==> config.mk <==
export PLATFORM = sky130hd
export DESIGN_NAME = signed_int_to_radix_ascii_top
export DESIGN_NICKNAME = d
export VERILOG_FILES = /design/src/hw/rtl/sira_pkg.sv /design/src/hw/rtl/sira_front.sv /design/src/hw/rtl/sira_queue.sv /design/src/hw/rtl/sira_back.sv /design/src/hw/rtl/signed_int_to_radix_ascii_top.sv
export VERILOG_INCLUDE_DIRS = /design/src /design/src/hw/rtl
export SDC_FILE = /design/constraint.sdc
export NUM_CORES = 1
export LEC_CHECK = 0
export ABC_CLOCK_PERIOD_IN_PS = 24300
export BUFFER_PORTS_ARGS = -buffer_cell sky130_fd_sc_hd__buf_2
export CAP_MARGIN = 20
export CORE_ASPECT_RATIO = 0.8
export CORE_MARGIN = 4
export CORE_UTILIZATION = 45
export DETAILED_ROUTE_END_ITERATION = 10
export SYNTH_ARGS = -nofsm -noshare
export SYNTH_HDL_FRONTEND = slang
export SYNTH_SLANG_ARGS = --single-unit
==> constraint.sdc <==
create_clock -name i_clk -period 24.3 [get_ports i_clk]
set_input_delay 3.645 -clock i_clk [delete_from_list [all_inputs] [get_ports i_clk]]
set_output_delay 3.645 -clock i_clk [all_outputs]
set_load 0.02 [all_outputs]
==> src/hw/rtl/signed_int_to_radix_ascii_top_macros.svh <==
// ----------------------------------------------------------------------------
// signed_int_to_radix_ascii_top_macros.svh
// assertion macros for the radix conversion rtl (used by sira_back)
// ----------------------------------------------------------------------------
`ifndef SIGNED_INT_TO_RADIX_ASCII_TOP_MACROS_SVH
`define SIGNED_INT_TO_RADIX_ASCII_TOP_MACROS_SVH

// same-cycle implication, checked outside reset
`define SIRA_ASSERT_IMPL(name, clk, rstn, ante, cons) \
    name: assert property (@(posedge clk) disable iff (!(rstn)) (ante) |-> (cons)) \
        else $error("sira assertion failed");

// next-cycle implication, checked outside reset
`define SIRA_ASSERT_NEXT(name, clk, rstn, ante, cons) \
    name: assert property (@(posedge clk) disable iff (!(rstn)) (ante) |=> (cons)) \
        else $error("sira assertion failed");

`endif

==> src/hw/rtl/sira_pkg.sv <==
// ----------------------------------------------------------------------------
// sira_pkg
// shared constants, config struct and digit encoding for the radix converter
// ----------------------------------------------------------------------------
package sira_pkg;

    // default operand width and fixed sizes
    localparam int VALUE_BITS_DEF      = 64;
    localparam int BUFFER_DEPTH        = 64;
    localparam int QUEUE_DEPTH         = 2;
    localparam int DIV_BITS_PER_CYCLE  = 8;

    // register fields
    localparam logic [5:0] RADIX_MIN    = 6'd2;
    localparam logic [5:0] RADIX_MAX    = 6'd36;
    localparam logic [5:0] RADIX_RESET  = 6'd10;
    localparam logic [6:0] BUFLEN_RESET = 7'd64;
    localparam logic [6:0] CAP_MAX      = 7'(BUFFER_DEPTH);

    // register index, taken from the word address
    localparam logic REG_RADIX  = 1'b0;
    localparam logic REG_BUFLEN = 1'b1;

    // character codes
    localparam logic [7:0] CHAR_ZERO     = 8'h30;
    localparam logic [7:0] CHAR_LETTER_A = 8'h41;
    localparam logic [7:0] CHAR_MINUS    = 8'h2D;
    localparam logic [7:0] CHAR_NONE     = 8'h00;
    localparam logic [5:0] DIGIT_TEN     = 6'hA;

    // effective conversion settings after saturation
    typedef struct packed {
        logic [5:0] base;
        logic [6:0] cap;
    } t_cfg;

    // digit value to ascii
    function automatic logic [7:0] digit_char(input logic [5:0] d);
        logic [5:0] off;
        off = d - DIGIT_TEN;
        if (d < DIGIT_TEN) begin
            return CHAR_ZERO + {2'b00, d};
        end
        return CHAR_LETTER_A + {2'b00, off};
    endfunction

endpackage

==> src/hw/rtl/sira_front.sv <==
// ----------------------------------------------------------------------------
// sira_front
// input side: accepts a value, splits it into sign and unsigned magnitude
// ----------------------------------------------------------------------------
module sira_front
    import sira_pkg::*;
#(
    parameter int VALUE_BITS = VALUE_BITS_DEF
) (
    input  logic                  i_tvalid,
    output logic                  o_tready,
    input  logic [63:0]           i_tdata,
    input  logic                  i_full,
    output logic                  o_push,
    output logic [VALUE_BITS:0]   o_item
);

    logic [VALUE_BITS-1:0] w_val;
    logic                  w_neg;
    logic [VALUE_BITS-1:0] w_mag;

    // sign from the top used bit, magnitude exact for the most negative value
    assign w_val = i_tdata[VALUE_BITS-1:0];
    assign w_neg = w_val[VALUE_BITS-1];
    assign w_mag = w_neg ? (~w_val + VALUE_BITS'(1)) : w_val;

    // transaction handshake into the queue
    assign o_tready = !i_full;
    assign o_push   = i_tvalid && !i_full;
    assign o_item   = {w_neg, w_mag};

endmodule

==> src/hw/rtl/sira_queue.sv <==
// ----------------------------------------------------------------------------
// sira_queue
// short fifo between the classifying front and the converting back
// ----------------------------------------------------------------------------
module sira_queue
    import sira_pkg::*;
#(
    parameter int WIDTH = VALUE_BITS_DEF + 1
) (
    input  logic             i_clk,
    input  logic             i_rst_n,
    input  logic             i_push,
    input  logic [WIDTH-1:0] i_data,
    output logic             o_full,
    input  logic             i_pop,
    output logic             o_valid,
    output logic [WIDTH-1:0] o_data
);

    localparam int PTR_W = (QUEUE_DEPTH > 1) ? $clog2(QUEUE_DEPTH) : 1;
    localparam int CNT_W = $clog2(QUEUE_DEPTH + 1);

    logic [WIDTH-1:0] r_mem [QUEUE_DEPTH];
    logic [PTR_W-1:0] r_wptr, n_wptr;
    logic [PTR_W-1:0] r_rptr, n_rptr;
    logic [CNT_W-1:0] r_count, n_count;
    logic             w_push;
    logic             w_pop;

    assign o_full  = (r_count == CNT_W'(QUEUE_DEPTH));
    assign o_valid = (r_count != '0);
    assign o_data  = r_mem[r_rptr];
    assign w_push  = i_push && !o_full;
    assign w_pop   = i_pop && o_valid;

    // pointer and fill update
    always_comb begin
        n_wptr  = r_wptr;
        n_rptr  = r_rptr;
        n_count = r_count;
        if (w_push) begin
            n_wptr = (r_wptr == PTR_W'(QUEUE_DEPTH - 1)) ? '0 : r_wptr + PTR_W'(1);
        end
        if (w_pop) begin
            n_rptr = (r_rptr == PTR_W'(QUEUE_DEPTH - 1)) ? '0 : r_rptr + PTR_W'(1);
        end
        if (w_push && !w_pop) begin
            n_count = r_count + CNT_W'(1);
        end else if (w_pop && !w_push) begin
            n_count = r_count - CNT_W'(1);
        end
    end

    always_ff @(posedge i_clk) begin
        if (!i_rst_n) begin
            r_wptr  <= '0;
            r_rptr  <= '0;
            r_count <= '0;
        end else begin
            r_wptr  <= n_wptr;
            r_rptr  <= n_rptr;
            r_count <= n_count;
        end
    end

    // storage
    always_ff @(posedge i_clk) begin
        if (w_push) begin
            r_mem[r_wptr] <= i_data;
        end
    end

endmodule

==> src/hw/rtl/sira_back.sv <==
// ----------------------------------------------------------------------------
// sira_back
// converter: shared digit divider, digit store and character output register
// ----------------------------------------------------------------------------
`include "signed_int_to_radix_ascii_top_macros.svh"

module sira_back
    import sira_pkg::*;
#(
    parameter int VALUE_BITS = VALUE_BITS_DEF
) (
    input  logic                i_clk,
    input  logic                i_rst_n,
    input  t_cfg                i_cfg,
    input  logic                i_q_valid,
    input  logic [VALUE_BITS:0] i_q_data,
    output logic                o_q_pop,
    output logic                o_tvalid,
    input  logic                i_tready,
    output logic [7:0]          o_char,
    output logic                o_last,
    output logic                o_err
);

    localparam int DIV_CYC = (VALUE_BITS + DIV_BITS_PER_CYCLE - 1) / DIV_BITS_PER_CYCLE;
    localparam int WORK_W  = DIV_CYC * DIV_BITS_PER_CYCLE;
    localparam int STEP_W  = $clog2(DIV_CYC + 1);
    localparam int CNT_W   = $clog2(VALUE_BITS + 1);
    localparam int IDX_W   = $clog2(VALUE_BITS);

    localparam logic [2:0] S_IDLE = 3'd0;
    localparam logic [2:0] S_DIV  = 3'd1;
    localparam logic [2:0] S_CHK  = 3'd2;
    localparam logic [2:0] S_RD   = 3'd3;
    localparam logic [2:0] S_LD   = 3'd4;
    localparam logic [2:0] S_OUT  = 3'd5;

    logic [2:0]        r_state, n_state;
    logic [WORK_W-1:0] r_work,  n_work;
    logic [5:0]        r_rem,   n_rem;
    logic [STEP_W-1:0] r_step,  n_step;
    logic [CNT_W-1:0]  r_cnt,   n_cnt;
    logic              r_neg,   n_neg;
    logic [IDX_W-1:0]  r_idx,   n_idx;
    logic              r_first, n_first;
    logic              r_ovalid, n_ovalid;
    logic [7:0]        r_char,  n_char;
    logic              r_last,  n_last;
    logic              r_err,   n_err;
    logic [5:0]        r_rdata;
    logic [5:0]        r_store [VALUE_BITS];

    logic [WORK_W-1:0] d_work;
    logic [5:0]        d_rem;
    logic [6:0]        d_t;
    logic              w_last_step;
    logic              w_store_we;
    logic [7:0]        w_total;
    logic              w_overflow;

    // eight restoring steps of the digit division per cycle
    always_comb begin
        d_work = r_work;
        d_rem  = r_rem;
        d_t    = '0;
        for (int k = 0; k < DIV_BITS_PER_CYCLE; k++) begin
            d_t    = {d_rem, d_work[WORK_W-1]};
            d_work = {d_work[WORK_W-2:0], 1'b0};
            if (d_t >= {1'b0, i_cfg.base}) begin
                d_rem     = 6'(d_t - {1'b0, i_cfg.base});
                d_work[0] = 1'b1;
            end else begin
                d_rem = d_t[5:0];
            end
        end
    end

    assign w_last_step = (r_step == STEP_W'(DIV_CYC - 1));
    assign w_store_we  = (r_state == S_DIV) && w_last_step;

    // text length check, sign counted, one slot kept for the terminator
    assign w_total    = 8'(r_cnt) + 8'(r_neg);
    assign w_overflow = (w_total >= {1'b0, i_cfg.cap});

    assign o_q_pop  = (r_state == S_IDLE) && i_q_valid;
    assign o_tvalid = r_ovalid;
    assign o_char   = r_char;
    assign o_last   = r_last;
    assign o_err    = r_err;

    // sequencer
    always_comb begin
        n_state  = r_state;
        n_work   = r_work;
        n_rem    = r_rem;
        n_step   = r_step;
        n_cnt    = r_cnt;
        n_neg    = r_neg;
        n_idx    = r_idx;
        n_first  = r_first;
        n_ovalid = r_ovalid;
        n_char   = r_char;
        n_last   = r_last;
        n_err    = r_err;
        case (r_state)
            S_IDLE: begin
                if (i_q_valid) begin
                    n_neg   = i_q_data[VALUE_BITS];
                    n_work  = WORK_W'(i_q_data[VALUE_BITS-1:0]);
                    n_rem   = '0;
                    n_step  = '0;
                    n_cnt   = '0;
                    n_state = S_DIV;
                end
            end
            S_DIV: begin
                n_work = d_work;
                n_rem  = d_rem;
                n_step = r_step + STEP_W'(1);
                if (w_last_step) begin
                    n_cnt  = r_cnt + CNT_W'(1);
                    n_rem  = '0;
                    n_step = '0;
                    if (d_work == '0) begin
                        n_state = S_CHK;
                    end
                end
            end
            S_CHK: begin
                n_idx = IDX_W'(r_cnt - CNT_W'(1));
                if (w_overflow) begin
                    n_ovalid = 1'b1;
                    n_char   = CHAR_NONE;
                    n_last   = 1'b1;
                    n_err    = 1'b1;
                    n_state  = S_OUT;
                end else if (r_neg) begin
                    n_ovalid = 1'b1;
                    n_char   = CHAR_MINUS;
                    n_last   = (w_total == 8'd1);
                    n_err    = 1'b0;
                    n_first  = 1'b1;
                    n_state  = S_OUT;
                end else begin
                    n_first = 1'b0;
                    n_state = S_RD;
                end
            end
            S_RD: begin
                n_state = S_LD;
            end
            S_LD: begin
                n_ovalid = 1'b1;
                n_char   = digit_char(r_rdata);
                n_last   = (r_idx == '0);
                n_err    = 1'b0;
                n_state  = S_OUT;
            end
            S_OUT: begin
                if (i_tready) begin
                    n_ovalid = 1'b0;
                    if (r_last) begin
                        n_state = S_IDLE;
                    end else if (r_first) begin
                        n_first = 1'b0;
                        n_state = S_RD;
                    end else begin
                        n_idx   = r_idx - IDX_W'(1);
                        n_state = S_RD;
                    end
                end
            end
            default: begin
                n_state = S_IDLE;
            end
        endcase
    end

    // control registers
    always_ff @(posedge i_clk) begin
        if (!i_rst_n) begin
            r_state  <= S_IDLE;
            r_ovalid <= 1'b0;
            r_cnt    <= '0;
            r_step   <= '0;
            r_first  <= 1'b0;
        end else begin
            r_state  <= n_state;
            r_ovalid <= n_ovalid;
            r_cnt    <= n_cnt;
            r_step   <= n_step;
            r_first  <= n_first;
        end
    end

    // payload registers
    always_ff @(posedge i_clk) begin
        r_work <= n_work;
        r_rem  <= n_rem;
        r_neg  <= n_neg;
        r_idx  <= n_idx;
        r_char <= n_char;
        r_last <= n_last;
        r_err  <= n_err;
    end

    // digit store, least significant digit first, registered read
    always_ff @(posedge i_clk) begin
        if (w_store_we) begin
            r_store[r_cnt[IDX_W-1:0]] <= d_rem;
        end
        r_rdata <= r_store[r_idx];
    end

    // checks
    `SIRA_ASSERT_IMPL(a_out_only_in_out_state, i_clk, i_rst_n, r_ovalid, r_state == S_OUT)
    `SIRA_ASSERT_IMPL(a_error_is_last, i_clk, i_rst_n, r_ovalid && r_err, r_last)
    `SIRA_ASSERT_IMPL(a_count_bounded, i_clk, i_rst_n, 1'b1, r_cnt <= CNT_W'(VALUE_BITS))
    `SIRA_ASSERT_NEXT(a_pop_starts_div, i_clk, i_rst_n, o_q_pop, r_state == S_DIV)

endmodule

==> src/hw/rtl/signed_int_to_radix_ascii_top.sv <==
// ----------------------------------------------------------------------------
// signed_int_to_radix_ascii_top
// signed integer to ascii text in a programmable radix, one character per beat
// ----------------------------------------------------------------------------
// flow: the converter takes one value at a time, a 2-entry queue takes inputs
//   meanwhile; each value is divided into digits, then an error result goes out as
//   a single character, or else a minus sign where due and the digits, most
//   significant first
// reset: radix 10, buffer length 64, queue and output empty, no store clearing

module signed_int_to_radix_ascii_top
    import sira_pkg::*;
#(
    parameter int VALUE_BITS = VALUE_BITS_DEF
) (
    input  logic        i_clk,
    input  logic        i_rst_n,
    // input stream
    input  logic        s_axis_tvalid,
    output logic        s_axis_tready,
    input  logic [63:0] s_axis_tdata,   // [63:0] value
    // output stream
    output logic        m_axis_tvalid,
    input  logic        m_axis_tready,
    output logic [7:0]  m_axis_tdata,   // [7:0] character
    output logic        m_axis_tlast,
    output logic        m_axis_tuser,   // [0] error
    // configuration
    input  logic        psel,
    input  logic        penable,
    input  logic        pwrite,
    input  logic [2:0]  paddr,
    input  logic [31:0] pwdata,
    output logic [31:0] prdata,
    output logic        pready
);

    logic [5:0]          r_radix;
    logic [6:0]          r_buflen;
    t_cfg                w_cfg;
    logic                w_cfg_we;
    logic                w_full;
    logic                w_push;
    logic [VALUE_BITS:0] w_push_item;
    logic                w_q_valid;
    logic                w_q_pop;
    logic [VALUE_BITS:0] w_q_item;

    // register port
    assign pready   = 1'b1;
    assign w_cfg_we = psel && penable && pwrite;

    always_ff @(posedge i_clk) begin
        if (!i_rst_n) begin
            r_radix  <= RADIX_RESET;
            r_buflen <= BUFLEN_RESET;
        end else if (w_cfg_we) begin
            case (paddr[2])
                REG_RADIX:  r_radix  <= pwdata[5:0];
                REG_BUFLEN: r_buflen <= pwdata[6:0];
                default:    r_radix  <= r_radix;
            endcase
        end
    end

    always_comb begin
        case (paddr[2])
            REG_RADIX:  prdata = {26'd0, r_radix};
            REG_BUFLEN: prdata = {25'd0, r_buflen};
            default:    prdata = '0;
        endcase
    end

    // saturated radix and capacity
    always_comb begin
        if (r_radix < RADIX_MIN) begin
            w_cfg.base = RADIX_MIN;
        end else if (r_radix > RADIX_MAX) begin
            w_cfg.base = RADIX_MAX;
        end else begin
            w_cfg.base = r_radix;
        end
        w_cfg.cap = (r_buflen > CAP_MAX) ? CAP_MAX : r_buflen;
    end

    // front: sign and magnitude
    sira_front #(
        .VALUE_BITS (VALUE_BITS)
    ) u_front (
        .i_tvalid (s_axis_tvalid),
        .o_tready (s_axis_tready),
        .i_tdata  (s_axis_tdata),
        .i_full   (w_full),
        .o_push   (w_push),
        .o_item   (w_push_item)
    );

    // queue between front and back
    sira_queue #(
        .WIDTH (VALUE_BITS + 1)
    ) u_queue (
        .i_clk   (i_clk),
        .i_rst_n (i_rst_n),
        .i_push  (w_push),
        .i_data  (w_push_item),
        .o_full  (w_full),
        .i_pop   (w_q_pop),
        .o_valid (w_q_valid),
        .o_data  (w_q_item)
    );

    // back: digits and characters
    sira_back #(
        .VALUE_BITS (VALUE_BITS)
    ) u_back (
        .i_clk     (i_clk),
        .i_rst_n   (i_rst_n),
        .i_cfg     (w_cfg),
        .i_q_valid (w_q_valid),
        .i_q_data  (w_q_item),
        .o_q_pop   (w_q_pop),
        .o_tvalid  (m_axis_tvalid),
        .i_tready  (m_axis_tready),
        .o_char    (m_axis_tdata),
        .o_last    (m_axis_tlast),
        .o_err     (m_axis_tuser)
    );

endmodule

-- Word-level counts from Yosys, hierarchy flattened
Memory sizes are Yosys's and may differ from the RTL's. A register that Yosys moved wholly into a read port is not among the register bits.
Cells that the tools add are included.
- register bits: 120
- bits in latches: 0
- RAM bits: 514
- memory bits (read-only): 0
- logic and storage cells: 178
- memories: 2
- memories (name ; depth ; bits a word ; rd ports ; clocked after memory_dff ; write ports ; line ; source):
    u_back.r_store ; 64 ; 6 ; 1 ; 1 ; 1 ; sira_back.sv:51 ; logic [5:0] r_store [VALUE_BITS];
    u_queue.r_mem ; 2 ; 65 ; 1 ; 1 ; 1 ; sira_queue.sv:23 ; logic [WIDTH-1:0] r_mem [QUEUE_DEPTH];
- add/subtract/negate cells: 21
- multipliers: 0
- div/mod/pow operators: 0
- $lt $le $gt $ge: 13
- equality and inequality tests: 16
- shift-type cells: 0
- mux-type cells: 76
- bitwise logic cells: 2
- reductions and logical operators: 31
- operator list (cell ; count):
    $mux W64 ; 2
    $pmux W64 S2 ; 1
    $mux W6 ; 15
    $add A64 B1 Y64 const B ; 1
    $logic_not A64 Y1 ; 1
    $not A64 Y64 ; 1
    $pmux W32 S2 ; 1
    $ge A7 B6 Y1 ; 8
    $sub A6 B6 Y6 ; 8
    $mux W8 ; 4
    $mux W1 ; 29
    $pmux W6 S2 ; 2
    $mux W7 ; 3
    $mux W3 ; 6
    $pmux W3 S6 ; 1
    $pmux W8 S2 ; 1
    $pmux W7 S2 ; 1
    $reduce_and A4 Y1 ; 3
    $sub A6 B1 Y6 const B ; 2
    $ne A2 B2 Y1 const B ; 5
    $reduce_and A2 Y1 ; 5
    $reduce_bool A2 Y1 ; 5
    $logic_and A1 B1 Y1 ; 9
    $add A7 B1 Y8 ; 1
    32 further kinds ; 44

-- Longest topological paths before layout
Gate-level depths: netlist of run 1.
- word-level depth: 23
- depth in mapped cells: 84
- depth with buffers taken out: 81

-- By module
A second synthesis of run 1 with hierarchy kept.
- cells, all modules: 2103
- area, all modules: 30417.9 um^2
- by module, submodules not included (module ; times used ; cells an instance ; area an instance (um^2) ; sequential area each (um^2)):
    sira_back ; 1 ; 1562 ; 23012.1 ; 14584.0
    sira_queue ; 1 ; 227 ; 4941.0 ; 4003.8
    sira_front ; 1 ; 204 ; 1531.5 ; 0.0
    signed_int_to_radix_ascii_top ; 1 ; 110 ; 933.4 ; 260.2

-- Worst setup path after synthesis of run 1
Ideal clock, no wire load.
- kind: register to register
- from: register r_radix[4]
- to: memory u_back.r_store[0][0] (data pin)
- library setup time: 0.568 ns
- arrival time: 19.391 ns
- slack: 4.341 ns
- cell stages (with the launch flop): 81
- path through: dfxtp_1 -> nor3_1 -> nand2_1 -> nand2_1 -> o21ai_0 -> ha_1 -> nand2_1 -> o21a_1 -> o21ai_1 -> mux2i_1 -> inv_1 -> ha_1 -> and4_1 -> or3_1 -> o221a_2 -> a2111oi_4 -> clkbuf_1 -> nor2_1 -> [45 not listed] -> a21o_1 -> a21oi_1 -> inv_1 -> a311oi_1 -> nand2_1 -> nand2_1 -> mux2i_1 -> ha_1 -> nor2b_1 -> o21ai_0 -> a21oi_1 -> o21ai_0 -> nand3b_1 -> a21oi_1 -> o21ai_0 -> a311o_1 -> buf_2 -> mux2i_1
- cells in the longest elaborated chain, start to end: 19
- elaborated cells on any way between the ends: 28
- those cells by class: 8 x add/sub; 10 x order compare; 10 x mux
- ends and longest elaborated chain (element ; line ; source):
    start, declared ; signed_int_to_radix_ascii_top.sv:38 ; logic [5:0] r_radix;
    start signal, assigned ; signed_int_to_radix_ascii_top.sv:59 ; REG_RADIX: r_radix <= pwdata[5:0];
    start signal, assigned ; signed_int_to_radix_ascii_top.sv:61 ; default: r_radix <= r_radix;
    $gt A6 B6 Y1 ; signed_int_to_radix_ascii_top.sv:78 ; end else if (r_radix > RADIX_MAX) begin
    $mux W6 ; signed_int_to_radix_ascii_top.sv:78 ;
    $mux W6 (*) ; signed_int_to_radix_ascii_top.sv:76 ; if (r_radix < RADIX_MIN) begin
    $sub A6 B6 Y6 or $ge A7 B6 Y1 (tied branches) ; sira_back.sv:70, sira_back.sv:69 ;
    $mux W6 ; sira_back.sv:69 ; if (d_t >= {1'b0, i_cfg.base}) begin
    $sub A6 B6 Y6 or $ge A7 B6 Y1 (tied branches) ; sira_back.sv:70, sira_back.sv:69 ;
    $mux W6 ; sira_back.sv:69 ;
    $sub A6 B6 Y6 or $ge A7 B6 Y1 (tied branches) ; sira_back.sv:70, sira_back.sv:69 ;
    [4 not listed] ; n/a ;
    $mux W6 ; sira_back.sv:69 ;
    $sub A6 B6 Y6 or $ge A7 B6 Y1 (tied branches) ; sira_back.sv:70, sira_back.sv:69 ;
    $mux W6 ; sira_back.sv:69 ;
    $ge A7 B6 Y1 or $sub A6 B6 Y6 (tied branches) ; sira_back.sv:69, sira_back.sv:70 ;
    $mux W6 ; sira_back.sv:69 ;
    $ge A7 B6 Y1 ; sira_back.sv:69 ;
    $mux W6 (*) ; sira_back.sv:69 ;
    net u_back.d_rem[0] ; sira_back.sv:54 ; logic [5:0] d_rem;
    end, declared ; sira_back.sv:51 ;
The timed path passes the listed nets; every way through them passes the cells marked *.

-- Final worst setup path of run 1
- from: register r_radix[5]
- to: memory u_back.r_store[57][5] (data pin)
- cells in the longest elaborated chain, start to end: 19
- elaborated cells on any way between the ends: 28
- those cells by class: 8 x add/sub; 10 x order compare; 10 x mux
- ends and longest elaborated chain (element ; line):
    $gt A6 B6 Y1 ; signed_int_to_radix_ascii_top.sv:78
    $mux W6 ; signed_int_to_radix_ascii_top.sv:78
    $mux W6 (*) ; signed_int_to_radix_ascii_top.sv:76
    $sub A6 B6 Y6 or $ge A7 B6 Y1 (tied branches) ; sira_back.sv:70, sira_back.sv:69
    $mux W6 ; sira_back.sv:69
    $sub A6 B6 Y6 or $ge A7 B6 Y1 (tied branches) ; sira_back.sv:70, sira_back.sv:69
    $mux W6 ; sira_back.sv:69
    $sub A6 B6 Y6 or $ge A7 B6 Y1 (tied branches) ; sira_back.sv:70, sira_back.sv:69
    [4 not listed] ; n/a
    $mux W6 ; sira_back.sv:69
    $sub A6 B6 Y6 or $ge A7 B6 Y1 (tied branches) ; sira_back.sv:70, sira_back.sv:69
    $mux W6 ; sira_back.sv:69
    $ge A7 B6 Y1 or $sub A6 B6 Y6 (tied branches) ; sira_back.sv:69, sira_back.sv:70
    $mux W6 ; sira_back.sv:69
    $sub A6 B6 Y6 or $ge A7 B6 Y1 (tied branches) ; sira_back.sv:70, sira_back.sv:69
    $mux W6 (*) ; sira_back.sv:69
    net u_back.d_rem[5] ; sira_back.sv:54
Marks and branches as above.

==> results.txt, run 1 <==
Post-synth EDFFs: 601
Post-Syn Instances: 2125
Cell variety after synth: 82
hpwl dp: 45100 µm
min-delay src: u_back.r_step[3]
run status: finished clean
GR Util met3: 3.57%
clk_lat worst skew: 0.63 ns
Clock Pin Slew Worst Setup and Hold Paths: 0.07 ns
Final Hold Violating Endpoints: 0
Worst Tran Pin Value: 1.10 ns
Crit path arrival time: 22.77 ns
max cap viols: 0
initial antenna violation count: 2
Post-DP Area: 0.0314 mm²
vias in the first global route: 17498
CTS root buf: clkbuf_16
Max Freq: 44.7 MHz
part of the Yosys area used for sequential elements: 62.6%
CTS Hold Buffers Added: 0
prevailing post-synth register cell: edfxtp_1
setup tns final: 0 ns
fin. max-slew vios: 0
WL/cell: 22.1 µm
drt initial violations: 1473
GRT Total Usage: 19.2%
hold worst-path end: u_back.r_step[3]
GRT met1 Usage: 29.1%
fin crit share: 92.1%
largest net degree at the start of global routing: 112
met2 Track Usage GR: 29.4%
RR Endpoint: u_back.r_store[57][5]
reg2reg start: r_radix[5]
slew margin rel.: 26.6%
I/O pin count: 151
CP max stage delay: 0.94 ns
CP Max Fanout: 34
Worst Clk Skew: 0.0271 ns
CTS tree: yes
Worst Hold Class: register to register
drt drc: 0
Synth top area share: 59.9%
Final setup viols: 0
ant diodes: 0
GPL Wtd Cong: 0.839
busiest metal layer after global routing: met2
Die Area: 0.0712 mm²
area grow syn2layout: 10.7%
Initial Utilization: 45.6%
Num CTS Buffers: 61
Max clock buf depth: 3
Yosys reg bits: 641
WS Path Type: register to register
layout cells sized above 1: 16.7%
first-pass GRT wire length: 106000 µm
hold slack: 0.455 ns
grt ovf: 0
CP Launch Type: register
largest cells by area after synthesis: edfxtp_1 60%, mux4_2 7.2%, mux2i_1 4.3%
cell taking the most area after synthesis: edfxtp_1
IO buf count: 97
Total Nets Final: 2396
Post-Syn Area: 0.0301 mm²
post-layout minimum cycle time: 22.38 ns
Synth Area per Inst: 14.2 µm²
yosys warns: 0
Total Wirelength: 69100 µm
RSZ-0062 raised after global routing: no
hold path depth: 1
reg2reg path depth: 76
Vias per Instance: 5.70
routed via count: 17816
Row Count: 84
required time of the worst setup path: 24.69 ns
clock tree sinks: 641
r2r setup slk: 1.92 ns
core area: 0.0660 mm²
Layout Cell Area excl Fill: 0.0333 mm²
Antenna Violating Nets Remaining: 0
endpoint class of the critical path: register
drt first pass iters: 6
Die W: 297 µm
H-Tree Depth: 2
DIE HEIGHT: 239 µm
CP max-delay cell: a2111oi_4
number of fill cells in the layout: 5601
Synth async-reset ratio: 0%
Worst path most repeated cell: o21ai_0
[Yosys cell counts (10+ instances only)]
cell type,n
edfxtp_1,601
nand2_1,163
o21ai_0,139
nor2_1,134
mux2i_1,128
mux4_2,96
xnor2_1,83
a21oi_1,74
clkbuf_1,74
ha_1,67
inv_1,62
dfxtp_1,40
or3_1,31
nor2b_1,29
buf_4,26
xor2_1,24
nand3_1,22
mux2_2,20
nor3_1,19
a21o_1,17
nor4_1,17
o31ai_1,17
and2_1,14
buf_1,13
o22ai_1,13
a211oi_1,12
nand2b_1,11
a31oi_1,10
[metrics by stage]
step	setup slack, ns	utilization, %	std cells
after floorplan	4.34	-	2149
after global placement	2.39	47.6	3011
after detailed placement	1.96	47.6	3011
after CTS	1.78	50.5	3126
after global routing	0.138	50.5	3127
final	1.92	50.5	3127
[worst max path at each step]
| stage | from | to | slack [ns] | cells after the start |
|---|---|---|---|---|
| after CTS | r_radix[5] | u_back.r_store[21][3] | 1.78 | 75 |
| after detailed placement | r_radix[5] | u_back.r_store[30][3] | 1.96 | 75 |
| after global placement | r_radix[5] | u_back.r_store[62][5] | 2.39 | 76 |
| after floorplan | r_radix[4] | u_back.r_store[0][0] | 4.34 | 80 |
| final | r_radix[5] | u_back.r_store[57][5] | 1.92 | 76 |
| after global routing | r_radix[5] | u_back.r_store[31][4] | 0.14 | 77 |
[cells in the final DEF, fill, tap and decap left out, types with 10 or more instances in the layout]
cell type	count
nor3_1	19
a21oi_1	74
xnor2_1	83
inv_1	61
nand3_1	22
clkinv_1	16
buf_2	97
buf_4	21
xor2_1	24
o21ai_0	138
clkbuf_16	62
and2_1	13
o31ai_1	17
conb_1	26
o22ai_1	13
ha_1	67
a211oi_1	11
nor4_1	17
nor2b_1	29
a21o_1	17
mux2_2	21
mux4_2	96
mux2i_1	127
nor2_1	132
dfxtp_1	39
edfxtp_1	601
or3_1	31
a31oi_1	10
nand2_1	163
nand2b_1	11
clkinv_2	21
[worst max-delay path: cells and delay by family, from the launching register on]
kind | cells | cell delay [ns]
AND/OR/NAND/NOR | 20 | 4.76
flip-flops | 1 | 0.34
AO/OA/AOI/OAI | 36 | 10.07
buffers and inverters | 7 | 1.69
adder cells (fa/ha/maj) | 8 | 2.77
multiplexers | 5 | 2.47
[flip-flops by register name, summed over array words and instances (netlist names), 2 cells and up, named ones only]
register         cells
r_radix              6
r_buflen             7
u_back.r_rem         6
u_queue.r_count      2
u_back.o_char        8
u_back.r_state       3
u_queue.r_mem      130
u_back.r_rdata       6
u_back.r_step        4
u_back.r_store     384
u_back.r_cnt         7
u_back.r_work       64
u_back.r_idx         6
[logic make-up (layout without fill, tap and decap cells)]
logic type / after synthesis / in the layout / synth area share (%)
flops: 641 / 641 / 62.6
simple gates: 509 / 509 / 8.31
compound gates: 366 / 366 / 7.84
mux: 245 / 245 / 12.2
buf+inv: 180 / 298 / 2.60
xor+xnor: 107 / 107 / 3.11
fa+ha+maj: 75 / 75 / 3.31
other cells: 2 / 26 / 0.0249
[final cells by class]
cell class | instances | area, µm² | share of cell area [%]
flip-flops and latches | 641 | 18900 | 56.5
multi-input cells | 1328 | 10600 | 31.8
clock buffers | 68 | 1570 | 4.72
well taps | 860 | 1080 | 3.23
repair buffers | 120 | 683 | 2.05
clock inverters | 47 | 312 | 0.934
inverters | 63 | 236 | 0.709
[what timing repair did]
item	4_1_cts	5_1_grt
endpoints found under the setup margin	0	113
setup buffers	0	0
resized for setup	0	1
[metal layers]
layer	vias up	routed length (µm)
li1	8291	-
met1	8928	32600
met2	513	30700
met3	80	4800
met4	4	1020
met5	-	34
Power of run 1 is not shown: default switching activity piles up to over one toggle a cycle in this logic, so the estimate is an artifact.
==> run 2: changes to the inputs <==
Settings changed: CORE_UTILIZATION 45 to 62, PLACE_DENSITY set to 0.8, SYNTH_HIERARCHICAL set to 1.
==> results.txt, run 2 <==
WS Path Type: register to register
r2r setup slk: 3.77 ns (+1.85 ns)
Yosys reg bits: 641 (unchanged)
reg2reg path depth: 74 (-2.6%)
slew margin rel.: 31.1% (+4.5 points)
Antenna Violating Nets Remaining: 0 (unchanged)
Post-synth EDFFs: 601 (unchanged)
drt drc: 0 (unchanged)
drt first pass iters: 6 (unchanged)
hpwl dp: 44600 µm (-1.2%)
RR Endpoint: u_back/r_store[1][1]
CP Max Fanout: 33 (-2.9%)
reg2reg start: r_radix[2]
largest net degree at the start of global routing: 81 (-28%)
Vias per Instance: 6.44 (+13%)
fin. max-slew vios: 0 (unchanged)
Die Area: 0.0527 mm² (-26%)
post-cts repair resize count: 0 (unchanged)
IO buf count: 97 (unchanged)
DIE HEIGHT: 206 µm (-14%)
max cap viols: 0 (unchanged)
required time of the worst setup path: 24.65 ns (-0.04 ns)
Total Wirelength: 69900 µm (+1.2%)
part of the Yosys area used for sequential elements: 62.0% (-0.61 points)
area grow syn2layout: 9.26%
Worst Clk Skew: 0.0263 ns (-0.000806 ns)
CP max stage delay: 0.65 ns (-0.29 ns)
clock tree sinks: 641 (unchanged)
hold worst-path end: u_back/r_step[3]
endpoint class of the critical path: register
post-CTS setup buffers: 0 (unchanged)
Die W: 256 µm (-14%)
CTS Hold Buffers Added: 0 (unchanged)
GRT Total Usage: 26.3% (+7.1 points)
initial antenna violation count: 4 (+2)
grt ovf: 0 (unchanged)
Worst path most repeated cell: a21o_1
CP max-delay cell: maj3_1
most frequent cells in the layout: 601 x edfxtp_1, 269 x nand2_1, 129 x nor2_1
Total Nets Final: 2377 (-0.79%)
Clock Pin Slew Worst Setup and Hold Paths: 0.06 ns (about the same)
Synth async-reset ratio: 0% (unchanged)
routed via count: 18505 (+3.9%)
yosys warns: 6 (+6)
CTS root buf: clkbuf_16
CP Launch Type: register
CTS tree: yes
Crit path max-delay family: compound AO/OA/AOI/OAI gates
max FFs per register: 384 (unchanged)
Synth top area share: 59.3% (-0.58 points)
Worst Tran Pin Value: 1.02 ns (-0.0776 ns)
RSZ-0062 raised after global routing: no
min-delay src: u_back/r_step[3]
Post-synth top cells: 601 x edfxtp_1, 271 x nand2_1, 130 x nor2_1
first-pass GRT wire length: 108000 µm (+1.7%)
Synth Area per Inst: 14.5 µm² (+2.0%)
WL/cell: 24.3 µm (+10%)
layout cells sized above 1: 20.8% (+4.1 points)
Row Count: 72 (-14%)
Max Freq: 48.7 MHz (+9.0%)
Post-Syn Area: 0.0304 mm² (+0.98%)
Cell variety after synth: 90 (+9.8%)
count leader, synth: edfxtp_1
Sequential Area: 0.0188 mm² (about the same)
Final setup viols: 0 (unchanged)
largest cells by area after synthesis: edfxtp_1 59%, mux4_2 9.3%, nand2_1 3.3%
Initial Utilization: 62.8% (+17 points)
Final Hold Violating Endpoints: 0 (unchanged)
fin crit share: 84.5% (-7.6 points)
core area: 0.0485 mm² (-27%)
Buf/Inv on CP: 6 (-1)
Num CTS Buffers: 59 (-3.3%)
number of fill cells in the layout: 3109 (-44%)
drt initial violations: 2338 (+59%)
Max clock buf depth: 3 (unchanged)
clk_lat worst skew: 0.63 ns (about the same)
prevailing post-synth register cell: edfxtp_1
Crit path arrival time: 20.88 ns (-1.89 ns)
Worst Hold Class: register to register
Post-Syn Instances: 2103 (-1.0%)
hold path depth: 1 (unchanged)
cell taking the most area after synthesis: edfxtp_1
Multi-input gate area: 0.0109 mm² (+2.4%)
vias in the first global route: 18482 (+5.6%)
run status: finished clean
GPL Wtd Cong: 0.892 (+6.4%)
setup tns final: 0 ns (unchanged)
post-layout minimum cycle time: 20.53 ns (-1.85 ns)
H-Tree Depth: 2 (unchanged)
commonest non-fill, non-tap cell in the layout: edfxtp_1
I/O pin count: 151 (unchanged)
-- run 2: cell count changes in the layout (fill, tap and decap cells not counted), sizes merged, moves of 22 or more --
cell,previous run,this run
nand2,164,271
o21ai,142,73
a21oi,74,52
mux2i,128,28
mux4,96,126
clkinv,39,17
or3,41,18
mux2,21,78
-- run 2: area by class of cell --
type | instances | share of cell area (%)
Tap cell | 629 | 2.37
Multi-Input combinational cell | 1306 | 32.7
Clock inverter | 24 | 0.512
Antenna cell | 3 | 0.0226
Inverter | 68 | 0.768
Timing Repair Buffer | 120 | 2.14
Sequential cell | 641 | 56.7
Clock buffer | 83 | 4.77
-- run 2: how the worst max path moves through the flow --
stage	start	to	slack [ns]	depth (start not counted)
final	r_radix[2]	u_back/r_store[1][1]	3.77	74
after global routing	r_radix[2]	u_back/r_store[8][1]	2.23	74
after CTS	r_radix[2]	u_back/r_store[23][1]	3.84	73
after detailed placement	r_radix[2]	u_back/r_store[52][4]	3.92	73
after global placement	r_radix[2]	u_back/r_store[30][1]	4.56	72
after floorplan	r_radix[2]	u_back/r_store[0][2]	6.10	75
-- run 2: logic make-up (layout without fill, tap and decap cells) --
group                    Yosys count  after routing  share of synthesized area (%)
adder cells (fa/ha/maj)           76             76                           3.32
XOR/XNOR                         111            111                           3.20
multiplexers                     232            232                           13.2
AND/OR/NAND/NOR                  601            601                           9.63
AO/OA/AOI/OAI                    260            260                           5.87
other                              2             29                         0.0247
flip-flops                       641            641                           62.0
buffers and inverters            180            295                           2.82
-- run 2: routing by layer --
metal / track usage [%] / routed length (µm)
met2: 41.5 / 32700
met4: 7.40 / 1780
met1: 38.2 / 28700
met3: 5.33 / 6780
met5: 0 / 10
-- run 2: metrics by stage --
step                worst slack (ns)  util, %  cell area (µm²)  hold WS [ns]  instances
floorplan                       6.10        -            30500         0.413       2127
detailed placement              3.92     64.8            31400         0.458       2760
global placement                4.56     64.8            31400         0.428       2760
finish                          3.77     68.6            33200         0.483       2874
global route                    2.23     68.6            33200         0.502       2874
CTS                             3.84     68.4            33100         0.476       2867
Power of run 2 is left out for the same reason.
